==> src/rtl/srpg_pkg.sv <==
// Shared types, register indexes and palette ROM of the scrolling raster pixel generator.
package srpg_pkg;

   localparam int LINE_W   = 9;
   localparam int BIDX_W   = 6;
   localparam int BPL_W    = 7;
   localparam int OFS_W    = 8;
   localparam int ADDR_W   = 14;
   localparam int FRAME_W  = 16;
   localparam int REG_W    = 16;
   localparam int CSR_IDX_W = 3;
   localparam int REQ_DATA_W = 56;
   localparam int RSP_DATA_W = 56;

   localparam logic [LINE_W:0] PULSE_LINE = 10'd21;
   localparam logic [LINE_W:0] LATCH_LINE = 10'd23;
   localparam int              QUARTER_BIT = 9;

   // configuration register indexes
   localparam logic [CSR_IDX_W-1:0] CSR_COLOR_MODE   = 3'd0;
   localparam logic [CSR_IDX_W-1:0] CSR_SCROLL_ZERO  = 3'd1;
   localparam logic [CSR_IDX_W-1:0] CSR_BYTES_LINE   = 3'd2;
   localparam logic [CSR_IDX_W-1:0] CSR_PIC_LINES    = 3'd3;
   localparam logic [CSR_IDX_W-1:0] CSR_SECOND_PAGE  = 3'd4;
   localparam logic [CSR_IDX_W-1:0] CSR_SCROLL_PRES  = 3'd5;
   localparam logic [CSR_IDX_W-1:0] CSR_CONTROL_PRES = 3'd6;

   typedef struct packed {
      logic              color_mode;
      logic [REG_W-1:0]  scroll_zero;
      logic [BPL_W-1:0]  bytes_per_line;   // saturated
      logic [LINE_W-1:0] picture_lines;    // saturated
      logic              second_page;
      logic              scroll_present;
      logic              control_present;
   } cfg_type;

   typedef struct packed {
      logic       capture;
      logic       bump_frame;
      logic       div_load;
      logic       div_sel_addr;
      logic       div_step;
      logic       latch_offset;
      logic       mul;
      logic       emit;
      logic [2:0] pix_idx;
   } cmd_type;

   typedef struct packed {
      logic is_sync;
      logic pulse_line;
      logic latch_line;
      logic in_range;
      logic four_pixels;
      logic out_free;
   } status_type;

   // {red, green, blue} for palette pal and 2-bit pixel code idx
   function automatic logic [23:0] palette_rgb(input logic [3:0] pal, input logic [1:0] idx);
      logic [23:0] c1;
      logic [23:0] c2;
      logic [23:0] c3;
      logic [23:0] res;
      case (pal)
         4'd0: begin c1 = 24'h0000FF; c2 = 24'h00FF00; c3 = 24'hFF0000; end
         4'd1: begin c1 = 24'hFFFF00; c2 = 24'hFF00FF; c3 = 24'hFF0000; end
         4'd2: begin c1 = 24'h00FFFF; c2 = 24'h0000FF; c3 = 24'hFF00FF; end
         4'd3: begin c1 = 24'h00FF00; c2 = 24'h00FFFF; c3 = 24'hFFFF00; end
         4'd4: begin c1 = 24'hFF00FF; c2 = 24'h00FFFF; c3 = 24'hFFFFFF; end
         4'd5: begin c1 = 24'hFFFFFF; c2 = 24'hFFFFFF; c3 = 24'hFFFFFF; end
         4'd6: begin c1 = 24'hC00000; c2 = 24'h8E0000; c3 = 24'hFF0000; end
         4'd7: begin c1 = 24'hC0FF00; c2 = 24'h8EFF00; c3 = 24'hFFFF00; end
         4'd8: begin c1 = 24'hC000FF; c2 = 24'h8E00FF; c3 = 24'hFF00FF; end
         4'd9: begin c1 = 24'h8EFF00; c2 = 24'h8E00FF; c3 = 24'h8E0000; end
         4'd10: begin c1 = 24'hC0FF00; c2 = 24'hC000FF; c3 = 24'hC00000; end
         4'd11: begin c1 = 24'h00FFFF; c2 = 24'hFFFF00; c3 = 24'hFF0000; end
         4'd12: begin c1 = 24'hFF0000; c2 = 24'h00FF00; c3 = 24'h00FFFF; end
         4'd13: begin c1 = 24'h00FFFF; c2 = 24'hFFFF00; c3 = 24'hFFFFFF; end
         4'd14: begin c1 = 24'hFFFF00; c2 = 24'h00FF00; c3 = 24'hFFFFFF; end
         default: begin c1 = 24'h00FFFF; c2 = 24'h00FF00; c3 = 24'hFFFFFF; end
      endcase
      case (idx)
         2'd1: res = c1;
         2'd2: res = c2;
         2'd3: res = c3;
         default: res = 24'h000000;
      endcase
      return res;
   endfunction

endpackage

==> src/rtl/srpg_ctrl.sv <==
// Sequencing state machine: decode, remainder iterations, multiply, result transfers.
module srpg_ctrl
   import srpg_pkg::*;
(
   input  logic       clock,
   input  logic       reset,
   input  logic       req_tvalid,
   output logic       req_tready,
   input  status_type status,
   output cmd_type    cmd
);

   typedef enum logic [4:0] {
      S_IDLE   = 5'b00001,
      S_DECODE = 5'b00010,
      S_DIV    = 5'b00100,
      S_FINISH = 5'b01000,
      S_EMIT   = 5'b10000
   } state_type;

   state_type  state_ff, state_in;
   logic [4:0] step_ff, step_in;
   logic [2:0] pix_ff, pix_in;
   logic       last_pix;

   assign req_tready = (state_ff == S_IDLE);
   assign last_pix   = status.is_sync || (pix_ff == (status.four_pixels ? 3'd3 : 3'd7));

   always_comb begin
      state_in = state_ff;
      step_in  = step_ff;
      pix_in   = pix_ff;
      cmd      = '0;
      cmd.pix_idx = pix_ff;
      case (state_ff)
         S_IDLE: begin
            cmd.capture = req_tvalid;
            pix_in = 3'd0;
            if (req_tvalid) begin
               state_in = S_DECODE;
            end
         end
         S_DECODE: begin
            if (status.is_sync) begin
               cmd.bump_frame = status.pulse_line;
               if (status.latch_line) begin
                  cmd.div_load = 1'b1;
                  step_in  = 5'd31;
                  state_in = S_DIV;
               end else begin
                  state_in = S_EMIT;
               end
            end else if (!status.in_range) begin
               state_in = S_IDLE;
            end else begin
               cmd.div_load     = 1'b1;
               cmd.div_sel_addr = 1'b1;
               step_in  = 5'd9;
               state_in = S_DIV;
            end
         end
         S_DIV: begin
            cmd.div_step = 1'b1;
            step_in = step_ff - 5'd1;
            if (step_ff == 5'd0) begin
               state_in = S_FINISH;
            end
         end
         S_FINISH: begin
            cmd.latch_offset = status.is_sync;
            cmd.mul          = !status.is_sync;
            state_in = S_EMIT;
         end
         S_EMIT: begin
            if (status.out_free) begin
               cmd.emit = 1'b1;
               pix_in   = pix_ff + 3'd1;
               if (last_pix) begin
                  state_in = S_IDLE;
               end
            end
         end
         default: begin
            state_in = S_IDLE;
         end
      endcase
   end

   always_ff @(posedge clock) begin
      if (reset) begin
         state_ff <= S_IDLE;
         step_ff  <= '0;
         pix_ff   <= '0;
      end else begin
         state_ff <= state_in;
         step_ff  <= step_in;
         pix_ff   <= pix_in;
      end
   end

endmodule

==> src/rtl/srpg_dpath.sv <==
// Datapath: item capture, remainder unit, address multiply, frame state and result register.
module srpg_dpath
   import srpg_pkg::*;
(
   input  logic                  clock,
   input  logic                  reset,
   input  cfg_type               cfg,
   input  cmd_type               cmd,
   output status_type            status,
   input  logic                  req_tuser,
   input  logic [REQ_DATA_W-1:0] req_tdata,
   output logic                  rsp_tvalid,
   input  logic                  rsp_tready,
   output logic [RSP_DATA_W-1:0] rsp_tdata,
   output logic                  rsp_tuser,
   output logic                  rsp_tlast
);

   // captured item
   logic              op_ff;
   logic [LINE_W-1:0] line_ff;
   logic [BIDX_W-1:0] bidx_ff;
   logic [7:0]        vbyte_ff;
   logic [REG_W-1:0]  scroll_ff;
   logic [REG_W-1:0]  ctl_ff;

   // state
   logic [OFS_W-1:0]   offset_ff;
   logic [FRAME_W-1:0] frame_ff, frame_in;

   // remainder unit
   logic [31:0]        quo_ff, quo_in;
   logic [OFS_W-1:0]   rem_ff, rem_in;
   logic [LINE_W-1:0]  trial;
   logic [ADDR_W-1:0]  prod_ff;

   // result register
   logic                  rsp_valid_ff, rsp_valid_in;
   logic [RSP_DATA_W-1:0] rsp_data_ff;
   logic                  rsp_user_ff;
   logic                  rsp_last_ff;

   logic [LINE_W:0]   lines_ext;
   logic [LINE_W:0]   line_sum;
   logic [31:0]       scroll_diff;
   logic [REG_W-1:0]  ctl;
   logic              page;
   logic              blank;
   logic [3:0]        pal;
   logic [23:0]       rgb;
   logic [ADDR_W-1:0] addr;
   logic              last_bit;
   logic [RSP_DATA_W-1:0] data_in;

   assign lines_ext = {1'b0, cfg.picture_lines};

   always_comb begin
      status.is_sync     = !op_ff;
      status.pulse_line  = ({1'b0, line_ff} == lines_ext + PULSE_LINE);
      status.latch_line  = ({1'b0, line_ff} == lines_ext + LATCH_LINE) && cfg.scroll_present;
      status.in_range    = (line_ff < cfg.picture_lines) && ({1'b0, bidx_ff} < cfg.bytes_per_line);
      status.four_pixels = cfg.color_mode;
      status.out_free    = !rsp_valid_ff || rsp_tready;
   end

   always_ff @(posedge clock) begin
      if (cmd.capture) begin
         op_ff     <= req_tuser;
         line_ff   <= req_tdata[8:0];
         bidx_ff   <= req_tdata[14:9];
         vbyte_ff  <= req_tdata[22:15];
         scroll_ff <= req_tdata[38:23];
         ctl_ff    <= req_tdata[54:39];
      end
   end

   // restoring remainder, one dividend bit per cycle
   assign line_sum    = {1'b0, line_ff} + {2'b00, offset_ff};
   assign scroll_diff = {16'd0, scroll_ff} - {16'd0, cfg.scroll_zero};
   assign trial       = {rem_ff, quo_ff[31]};

   always_comb begin
      quo_in = quo_ff;
      rem_in = rem_ff;
      if (cmd.div_load) begin
         rem_in = '0;
         quo_in = cmd.div_sel_addr ? {line_sum, 22'd0} : scroll_diff;
      end else if (cmd.div_step) begin
         quo_in = {quo_ff[30:0], 1'b0};
         if (trial >= cfg.picture_lines) begin
            rem_in = OFS_W'(trial - cfg.picture_lines);
         end else begin
            rem_in = trial[OFS_W-1:0];
         end
      end
   end

   always_ff @(posedge clock) begin
      quo_ff <= quo_in;
      rem_ff <= rem_in;
      if (cmd.mul) begin
         prod_ff <= ADDR_W'(rem_ff) * ADDR_W'(cfg.bytes_per_line);
      end
   end

   assign frame_in = cmd.bump_frame ? frame_ff + 16'd1 : frame_ff;

   always_ff @(posedge clock) begin
      if (reset) begin
         offset_ff <= '0;
         frame_ff  <= '0;
      end else begin
         frame_ff <= frame_in;
         if (cmd.latch_offset) begin
            offset_ff <= rem_ff;
         end
      end
   end

   // pixel decode
   assign ctl   = cfg.control_present ? ctl_ff : 16'd0;
   assign page  = cfg.second_page & ctl[15];
   assign pal   = ctl[11:8];
   assign blank = cfg.scroll_present && !scroll_ff[QUARTER_BIT]
                  && (line_ff >= (cfg.picture_lines >> 2));
   assign addr  = prod_ff + ADDR_W'(bidx_ff);

   always_comb begin
      if (blank) begin
         rgb = 24'd0;
      end else if (cfg.color_mode) begin
         rgb = palette_rgb(pal, vbyte_ff[{cmd.pix_idx[1:0], 1'b0} +: 2]);
      end else begin
         rgb = vbyte_ff[cmd.pix_idx] ? 24'hFFFFFF : 24'h000000;
      end
      last_bit = cmd.pix_idx == (cfg.color_mode ? 3'd3 : 3'd7);
      if (status.is_sync) begin
         data_in = {frame_ff, 1'b0, 1'b0, 14'd0, 24'd0};
      end else begin
         data_in = {frame_ff, blank, page, addr, rgb[7:0], rgb[15:8], rgb[23:16]};
      end
   end

   assign rsp_valid_in = cmd.emit ? 1'b1 : (rsp_tready ? 1'b0 : rsp_valid_ff);

   always_ff @(posedge clock) begin
      if (reset) begin
         rsp_valid_ff <= 1'b0;
      end else begin
         rsp_valid_ff <= rsp_valid_in;
      end
   end

   always_ff @(posedge clock) begin
      if (cmd.emit) begin
         rsp_data_ff <= data_in;
         rsp_user_ff <= status.is_sync && status.pulse_line;
         rsp_last_ff <= status.is_sync || last_bit;
      end
   end

   assign rsp_tvalid = rsp_valid_ff;
   assign rsp_tdata  = rsp_data_ff;
   assign rsp_tuser  = rsp_user_ff;
   assign rsp_tlast  = rsp_last_ff;

endmodule

==> src/rtl/scrolling_raster_pixel_generator.sv <==
// Top level: configuration registers, controller and datapath of the raster pixel generator.
//
// channel   dir  transfer when                carries
// req_*     in   req_tvalid & req_tready      one sync event or one video byte
// rsp_*     out  rsp_tvalid & rsp_tready      one pixel or sync result
// csr_*     in   csr_we                       register write, no read-back
//
// Sync item: one result; when it latches the scroll offset, 32 steps of the shared
// one-bit-per-cycle remainder unit come first. Video byte: first pixel after 10
// remainder steps and one multiply, then one pixel per cycle while rsp_tready is high;
// a byte outside the picture or outside its line is dropped.
// Reset clears the sequencer, frame counter and line offset and loads register defaults.
// rsp_tready low holds the pending pixel; the sequencer waits in place.
module scrolling_raster_pixel_generator
   import srpg_pkg::*;
#(
   parameter int MAX_LINES      = 256,
   parameter int MAX_LINE_BYTES = 64
) (
   input  logic                  clock,
   input  logic                  reset,
   input  logic                  req_tvalid,
   output logic                  req_tready,
   // line[8:0], byte_index[14:9], video_byte[22:15], scroll_value[38:23],
   // control_value[54:39], zero[55]
   input  logic [REQ_DATA_W-1:0] req_tdata,
   // op
   input  logic                  req_tuser,
   output logic                  rsp_tvalid,
   input  logic                  rsp_tready,
   // red[7:0], green[15:8], blue[23:16], fetch_address[37:24], page_select[38],
   // blanked[39], frame_count[55:40]
   output logic [RSP_DATA_W-1:0] rsp_tdata,
   // frame_pulse
   output logic                  rsp_tuser,
   output logic                  rsp_tlast,
   input  logic                  csr_we,
   input  logic [CSR_IDX_W-1:0]  csr_index,
   input  logic [REG_W-1:0]      csr_wdata
);

   localparam logic [LINE_W-1:0] LINES_MAX = LINE_W'(MAX_LINES);
   localparam logic [BPL_W-1:0]  BPL_MAX   = BPL_W'(MAX_LINE_BYTES);

   logic              color_mode_ff;
   logic [REG_W-1:0]  scroll_zero_ff;
   logic [BPL_W-1:0]  bpl_ff;
   logic [LINE_W-1:0] lines_ff;
   logic              second_page_ff;
   logic              scroll_pres_ff;
   logic              control_pres_ff;

   cfg_type    cfg;
   cmd_type    cmd;
   status_type status;

   always_ff @(posedge clock) begin
      if (reset) begin
         color_mode_ff   <= 1'b1;
         scroll_zero_ff  <= 16'd216;
         bpl_ff          <= 7'd64;
         lines_ff        <= 9'd256;
         second_page_ff  <= 1'b0;
         scroll_pres_ff  <= 1'b0;
         control_pres_ff <= 1'b0;
      end else if (csr_we) begin
         case (csr_index)
            CSR_COLOR_MODE:   color_mode_ff   <= csr_wdata[0];
            CSR_SCROLL_ZERO:  scroll_zero_ff  <= csr_wdata;
            CSR_BYTES_LINE:   bpl_ff          <= csr_wdata[BPL_W-1:0];
            CSR_PIC_LINES:    lines_ff        <= csr_wdata[LINE_W-1:0];
            CSR_SECOND_PAGE:  second_page_ff  <= csr_wdata[0];
            CSR_SCROLL_PRES:  scroll_pres_ff  <= csr_wdata[0];
            CSR_CONTROL_PRES: control_pres_ff <= csr_wdata[0];
            default: ;
         endcase
      end
   end

   always_comb begin
      cfg.color_mode      = color_mode_ff;
      cfg.scroll_zero     = scroll_zero_ff;
      cfg.second_page     = second_page_ff;
      cfg.scroll_present  = scroll_pres_ff;
      cfg.control_present = control_pres_ff;
      if (lines_ff < 9'd4) begin
         cfg.picture_lines = 9'd4;
      end else if (lines_ff > LINES_MAX) begin
         cfg.picture_lines = LINES_MAX;
      end else begin
         cfg.picture_lines = lines_ff;
      end
      if (bpl_ff < 7'd1) begin
         cfg.bytes_per_line = 7'd1;
      end else if (bpl_ff > BPL_MAX) begin
         cfg.bytes_per_line = BPL_MAX;
      end else begin
         cfg.bytes_per_line = bpl_ff;
      end
   end

   srpg_ctrl u_ctrl (
      .clock      (clock),
      .reset      (reset),
      .req_tvalid (req_tvalid),
      .req_tready (req_tready),
      .status     (status),
      .cmd        (cmd)
   );

   srpg_dpath u_dpath (
      .clock      (clock),
      .reset      (reset),
      .cfg        (cfg),
      .cmd        (cmd),
      .status     (status),
      .req_tuser  (req_tuser),
      .req_tdata  (req_tdata),
      .rsp_tvalid (rsp_tvalid),
      .rsp_tready (rsp_tready),
      .rsp_tdata  (rsp_tdata),
      .rsp_tuser  (rsp_tuser),
      .rsp_tlast  (rsp_tlast)
   );

   // one item in flight
   a_one_item: assert property (@(posedge clock) disable iff (reset)
      req_tvalid && req_tready |=> !req_tready)
      else $error("input taken while an item is in progress");

   // frame pulse only on a single-result sync item
   a_pulse_last: assert property (@(posedge clock) disable iff (reset)
      rsp_tvalid && rsp_tuser |-> rsp_tlast && (rsp_tdata[39:0] == 40'd0))
      else $error("frame pulse on a pixel result");

   // blanked pixels are black
   a_blank_black: assert property (@(posedge clock) disable iff (reset)
      rsp_tvalid && rsp_tdata[39] |-> (rsp_tdata[23:0] == 24'd0))
      else $error("blanked pixel carries colour");

endmodule

==> config.mk <==
export PLATFORM = sky130hd
export DESIGN_NAME = scrolling_raster_pixel_generator
export DESIGN_NICKNAME = d
export VERILOG_FILES = /design/src/rtl/srpg_pkg.sv /design/src/rtl/srpg_ctrl.sv /design/src/rtl/srpg_dpath.sv /design/src/rtl/scrolling_raster_pixel_generator.sv
export SDC_FILE = /design/constraint.sdc
export NUM_CORES = 1
export LEC_CHECK = 0
export ABC_AREA = 1
export ABC_CLOCK_PERIOD_IN_PS = 7000
export BUFFER_PORTS_ARGS = -buffer_cell sky130_fd_sc_hd__buf_2
export CORE_MARGIN = 1
export CORE_UTILIZATION = 60
export CTS_BUF_LIST = sky130_fd_sc_hd__clkbuf_8
export CTS_CLUSTER_SIZE = 30
export DETAILED_ROUTE_END_ITERATION = 10
export HOLD_SLACK_MARGIN = 0.03
export PLACE_DENSITY = 0.81
export SLEW_MARGIN = 20
export SYNTH_ARGS = -nofsm -noshare
export SYNTH_HDL_FRONTEND = slang
export SYNTH_SLANG_ARGS = --single-unit
==> constraint.sdc <==
create_clock -name clock -period 7 [get_ports clock]
set_input_delay 0.35 -clock clock [delete_from_list [all_inputs] [get_ports clock]]
set_output_delay 0.35 -clock clock [all_outputs]
set_load 0.01 [all_outputs]
* Yosys cells after proc, flatten, opt, wreduce, memory -nomap -nowiden
Memory sizes are Yosys's and may differ from the RTL's.
Index checks and enable logic that the tools add are counted.
** Word-level totals
- Register bits after elaboration :: 242
- ROM bits :: 1152
- Input bits :: 81
- Output and inout bits :: 60
- Logic and storage cells :: 142
- Memories :: 1
** Cells by class
- Add/sub/neg operators :: 9
- $mul :: 1
- Magnitude comparators :: 9
- Equal/unequal tests :: 23
- Shifts and indexed selects :: 1
- Multiplexer cells :: 42
- Bitwise logic cells :: 2
- Reductions and logical operators :: 27
** Memory list
- (name not given) :: words 16, bits a word 72, read ports 1, clocked after Yosys merged registers in 0, write ports 0, line srpg_pkg.sv:65 : case (pal)
** Operators with widths (number)
- 32-bit 2-to-1 mux :: 3
- 24-bit one-hot mux with 3 select lines :: 1
- 24-bit 2-to-1 mux :: 2
- 5-bit 2-to-1 mux :: 9
- 5-bit one-hot mux with 5 select lines :: 1
- 9-bit by 5-bit adder with 10-bit output (second input constant) :: 2
- 9-bit by 10-bit equality test with 1-bit output :: 2
- 9-bit 2-to-1 mux :: 2
- 16-bit by 16-bit subtractor with 17-bit output :: 1
- 16-bit by 1-bit adder with 16-bit output (second input constant) :: 1
- 16-bit 2-to-1 mux :: 1
- 2-bit AND reduction :: 8
- 14-bit by 6-bit adder with 14-bit output :: 1
- 8-bit by 7-bit multiplier with 14-bit output :: 1
- 7-bit 2-to-1 mux :: 2
- 3-bit 2-to-1 mux :: 4
- 1-bit 2-to-1 mux :: 11
- 9-bit by 8-bit adder with 10-bit output :: 1
- 5-bit one-hot mux with 2 select lines :: 1
- 3-bit equality test (second input constant) :: 3
- 9-bit by 7-bit >= comparator with 1-bit output :: 1
- 9-bit >= comparator :: 1
- 9-bit greater-than comparator (second input constant) :: 1
- 9-bit by 3-bit less-than comparator with 1-bit output (second input constant) :: 1
- 38 further kinds :: 53

* Depth between registers and ports, before layout
- Word-level depth :: 11
- Gate-level depth with buffers :: 29
- Mapped depth without buffers :: 29

* Hierarchy
From an unflattened synthesis, not the netlist that was laid out.
** Unflattened totals
- Cells, all modules :: 1854
- Area, all modules :: 14448.9 µm²
** By module, submodules not included
- srpg_dpath :: times used 1, cells an instance 1507, area each 12097.9 µm², seq. area each 4594.4 µm²
- scrolling_raster_pixel_generator :: times used 1, cells an instance 219, area each 1525.2 µm², seq. area each 720.7 µm²
- srpg_ctrl :: times used 1, cells an instance 128, area each 825.8 µm², seq. area each 260.2 µm²

* Least setup slack after synthesis
No wires, ideal clock.
- Kind :: register -> register
- Start :: register bpl_ff[3]
- End :: register u_dpath.prod_ff[13] (data pin)
- Setup time :: 258 ps
- Data arrival time :: 4687 ps
- Data required time :: 6742 ps
- Slack :: 2055 ps
- Cell stages (with the launch flop) :: 28
- Buffers on the path :: 0
- Period minus slack after synthesis :: 4945 ps
- Cells stage by stage :: dfxtp_1 -> nor2_1 -> nand4_1 -> nand2_1 -> inv_1 -> nor2_1 -> nand2_1 -> fa_1 -> fa_1 -> inv_1 -> fa_1 -> inv_1 -> fa_1 -> inv_1 -> ha_1 -> nand2_1 -> inv_1 -> nand2_1 -> nand2_1 -> nor2_1 -> o21ai_0 -> a21oi_1 -> o21ai_0 -> nand2_1 -> a21oi_1 -> nor2_1 -> nand2_1 -> nand2_1
** On the way
- Longest elaborated chain between the ends :: 4
- Elaborated cells on any way between the ends :: 5
- Those cells by class :: mul: 1; order compare: 2; mux: 2
** RTL lines
- start, declared :: line scrolling_raster_pixel_generator.sv:47 : logic [BPL_W-1:0] bpl_ff;
- start signal, assigned :: line scrolling_raster_pixel_generator.sv:70 : CSR_BYTES_LINE: bpl_ff <= csr_wdata[BPL_W-1:0];
- 7-bit greater-than comparator :: line scrolling_raster_pixel_generator.sv:95 : end else if (bpl_ff > BPL_MAX) begin
- 7-bit 2-to-1 mux :: line scrolling_raster_pixel_generator.sv:95
- 7-bit 2-to-1 mux * :: line scrolling_raster_pixel_generator.sv:93 : if (bpl_ff < 7'd1) begin
- 8-bit by 7-bit multiplier with 14-bit output * :: line srpg_dpath.sv:102 : prod_ff <= ADDR_W'(rem_ff) * ADDR_W'(cfg.bytes_per_line);
- end signal, assigned :: line srpg_dpath.sv:102
- end, declared :: line srpg_dpath.sv:35 : logic [ADDR_W-1:0] prod_ff;
Mark *: on every way between the ends. The rest lies on a longest branch, timed or not.
A chain may end at the register's enable or synchronous reset.

* Worst setup path after layout
Ends and elaborated chain as after synthesis.

==> out/results.txt <==
HP Class - in -> reg
# diodes - 0
RSZ-0062 raised after global routing - false
Non-Filler Instances - 2077
Worst R2R Start - bpl_ff[3]$_SDFFE_PP0P_
Pre-Repair DR Iteration Count - 6
CP Launch Type - flop
area leader, netlist - edfxtp_1
top-area cell type share of the netlist area - 29.2%
Worst-Margin Slew - 1.00 ns
crit-path max FO - 6
fin util - 70.5%
global-route wire length before repair - 51300 um
H-tree Lvls - 2
count leader, synth - nand2_1
Unique masters post-synth - 53
vias in the first global route - 11000
Post-CTS Setup Bufs - 0
residual DRC count - 0
CP Class - reg -> reg
via count - 11400
worst vdd ir - 0.000194 V
Die H - 152 um
FF-to-FF setup slack - 1.52 ns
synth cell count leaders - nand2_1 (301), inv_1 (217), nor2_1 (166), a21oi_1 (134), edfxtp_1 (131)
placed cell count - 1963
CTS buffer count - 38
routed wire length - 31300 um
Synth area leaders - edfxtp_1 (29%), dfxtp_1 (12%), ha_1 (9.7%)
antenna violations before repair - 0
Final min period - 5.48 ns
# rows - 54
Worst EP required - 7.27 ns
Die ar. - 0.0230 mm2
final hold viol count - 0
setup_tns - 0 ns
Placed Area - 0.0142 mm2
critical path endpoint category - flop
# nets final - 1985
via/cell ratio - 5.50
Core Area - 0.0219 mm2
Post-synth ARST share - 0%
initial drt markers - 826
Filler Cells Inserted - 1744
num ports - 141
grt total ovfl - 0
Tcrit/Tclk final - 78.2%
Post-Syn Area - 0.0135 mm2
design area - 0.0154 mm2
maxcap violations - 0
Starting Density - 61.5%
clk sinks - 213
die width - 152 um
Min-Delay Path Depth - 3
largest net degree at the start of global routing - 44
post-synthesis register bit count - 213
number of buffers added on ports - 128
CTS tree - done
CTS Root Cell - clkbuf_8
layout cells sized above 1 - 12.0%
Critical Path AT - 5.75 ns
Syn-to-layout area delta - 14.6%
fmax - 0.183 GHz
worst-case clock buffer depth - 3
Post-Synthesis Cells - 1599
Mean Syn Cell Area - 8.42 um2
worst setup path startpoint - bpl_ff[3]$_SDFFE_PP0P_
gr usage total - 27.2%
Clock transition at path regs - 0.06 ns
Critical Path End - u_dpath.prod_ff[13]$_DFFE_PP_
Top FF cell, synth - edfxtp_1
Clock Latency Late Sink - 0.53 ns
wire per inst - 15.1 um
yosys warns - 0
Worst Skew - 0.0266 ns
Leakage - 7.03 nW
status - complete, no violations
final count of pins violating max slew - 0
Synth Net Count - 1816
Seq/Total Area, Yosys - 41.4%
Register-to-Register Path Depth - 27
hpwl dp - 22800 um
endpoints failing setup - 0
Crit Reg-Reg Endpoint - u_dpath.prod_ff[13]$_DFFE_PP_
GP Congestion - 0.941
Worst slew margin - 32.5%
EDFF count, synth - 131
Routed Antenna Nets - 0
pwr/cell area - 220 mW/mm2
where the power goes:
group	total [W]	switching, W	internal [W]
logic	0.000754	0.000471	0.000283
clock network	0.00117	0.000515	0.000655
registers	0.00147	0.0000694	0.00140
total	0.00339	0.00106	0.00234
worst max-delay path, stage by stage, from the launching register on:
cell     delay [ns]
dfxtp_1        0.33
nor2_1         0.13
nand4_1        0.10
nand2_1        0.18
inv_1          0.06
nor2_1         0.26
nand2_1        0.12
fa_1           0.50
fa_1           0.54
inv_1          0.05
fa_1           0.52
inv_1          0.05
fa_1           0.53
inv_1          0.04
ha_1           0.34
nand2_1        0.09
inv_1          0.06
nand2_1        0.05
nand2_1        0.06
nor2_1         0.06
o21ai_0        0.29
a21oi_1        0.12
o21ai_0        0.29
nand2_1        0.10
a21oi_1        0.18
nor2_1         0.06
nand2_1        0.05
nand2_1        0.05
metal layers:
metal	wire [um]	global-route usage, %	share of wire [%]
met5	0	0	0
met3	2210	4.39	7.1
met1	13100	34.4	42
met2	15100	46.9	48
met4	911	10.2	2.9
worst min path at each step:
stage | from | to | slack, ns
after global routing | csr_wdata[7] | scroll_zero_ff[7]$_SDFFE_PP1P_ | 0.08
after global placement | scroll_zero_ff[13]$_SDFFE_PP0P_ | scroll_zero_ff[13]$_SDFFE_PP0P_ | 0.45
after floorplan | scroll_zero_ff[10]$_SDFFE_PP0P_ | scroll_zero_ff[10]$_SDFFE_PP0P_ | 0.44
final | csr_wdata[7] | lines_ff[7]$_SDFFE_PP0P_ | 0.08
after detailed placement | scroll_zero_ff[12]$_SDFFE_PP0P_ | scroll_zero_ff[12]$_SDFFE_PP0P_ | 0.45
after CTS | csr_wdata[7] | lines_ff[7]$_SDFFE_PP0P_ | 0.04
placed cells by master, fill, tap and decap left out, types with 3 or more instances in the layout:
cell / n
nand3_1: 63
o22ai_1: 3
o211ai_1: 11
nor2_1: 163
xor2_1: 37
nor4_1: 3
ha_1: 104
o21ai_0: 121
nand4_1: 28
a21o_1: 3
dlygate4sd3_1: 45
a31oi_1: 7
o31ai_1: 3
inv_1: 226
nor3_1: 18
clkinv_1: 9
buf_4: 5
nand2_1: 301
buf_2: 128
a21oi_1: 134
xnor2_1: 24
a211oi_1: 3
edfxtp_1: 131
o21ai_1: 5
nand2_2: 9
o2111ai_1: 3
clkbuf_8: 48
nor2_2: 5
o21bai_1: 3
nand3b_1: 8
dfxtp_1: 82
fa_1: 32
sequential cells by signal, summed over array words and instances, names as in the netlist, 3 cells and up:
register and count:
bpl_ff 7, lines_ff 9, scroll_zero_ff 16, u_ctrl.pix_ff 3, u_ctrl.state_ff 5, u_ctrl.step_ff 5, u_dpath.bidx_ff 6, u_dpath.ctl_ff 5
u_dpath.frame_ff 16, u_dpath.line_ff 9, u_dpath.offset_ff 8, u_dpath.prod_ff 14, u_dpath.quo_ff 32, u_dpath.rem_ff 8, u_dpath.rsp_tdata 38, u_dpath.scroll_ff 16
u_dpath.vbyte_ff 8
layout make-up:
class	count	area (um2)	area share [%]
sequential	213	5580	36.1
multi-input combinational	1115	6760	43.8
timing repair buffer	178	1130	7.32
inverter	222	833	5.40
tap	280	350	2.27
clock inverter	21	120	0.779
clock buffer	48	661	4.28
per-stage QoR:
step                      hold slack, ns  setup slack [ns]  total power (W)
after floorplan                    0.435              2.05          0.00202
after global placement             0.446              1.69          0.00218
after detailed placement           0.454              1.57          0.00221
after CTS                         0.0412              1.51          0.00340
after global routing              0.0849              1.14          0.00358
final                             0.0756              1.52          0.00339
repair_timing:
item | in CTS | in global routing
hold endpoints to repair | 45 | 0
gates resized for setup | 0 | 0
endpoints found under the setup margin | 0 | 0
hold buffers | 45 | 0
cells by family after synthesis:
logic type | synth area share, %
and+or+nand+nor | 19.6
AOI/OAI and AO/OA | 12.1
buffers and inverters | 8.53
DFF | 41.4
adders and majority gates | 14.4
xor gates and xnor gates | 3.97
Note: power is estimated with default switching activity, not from simulation.
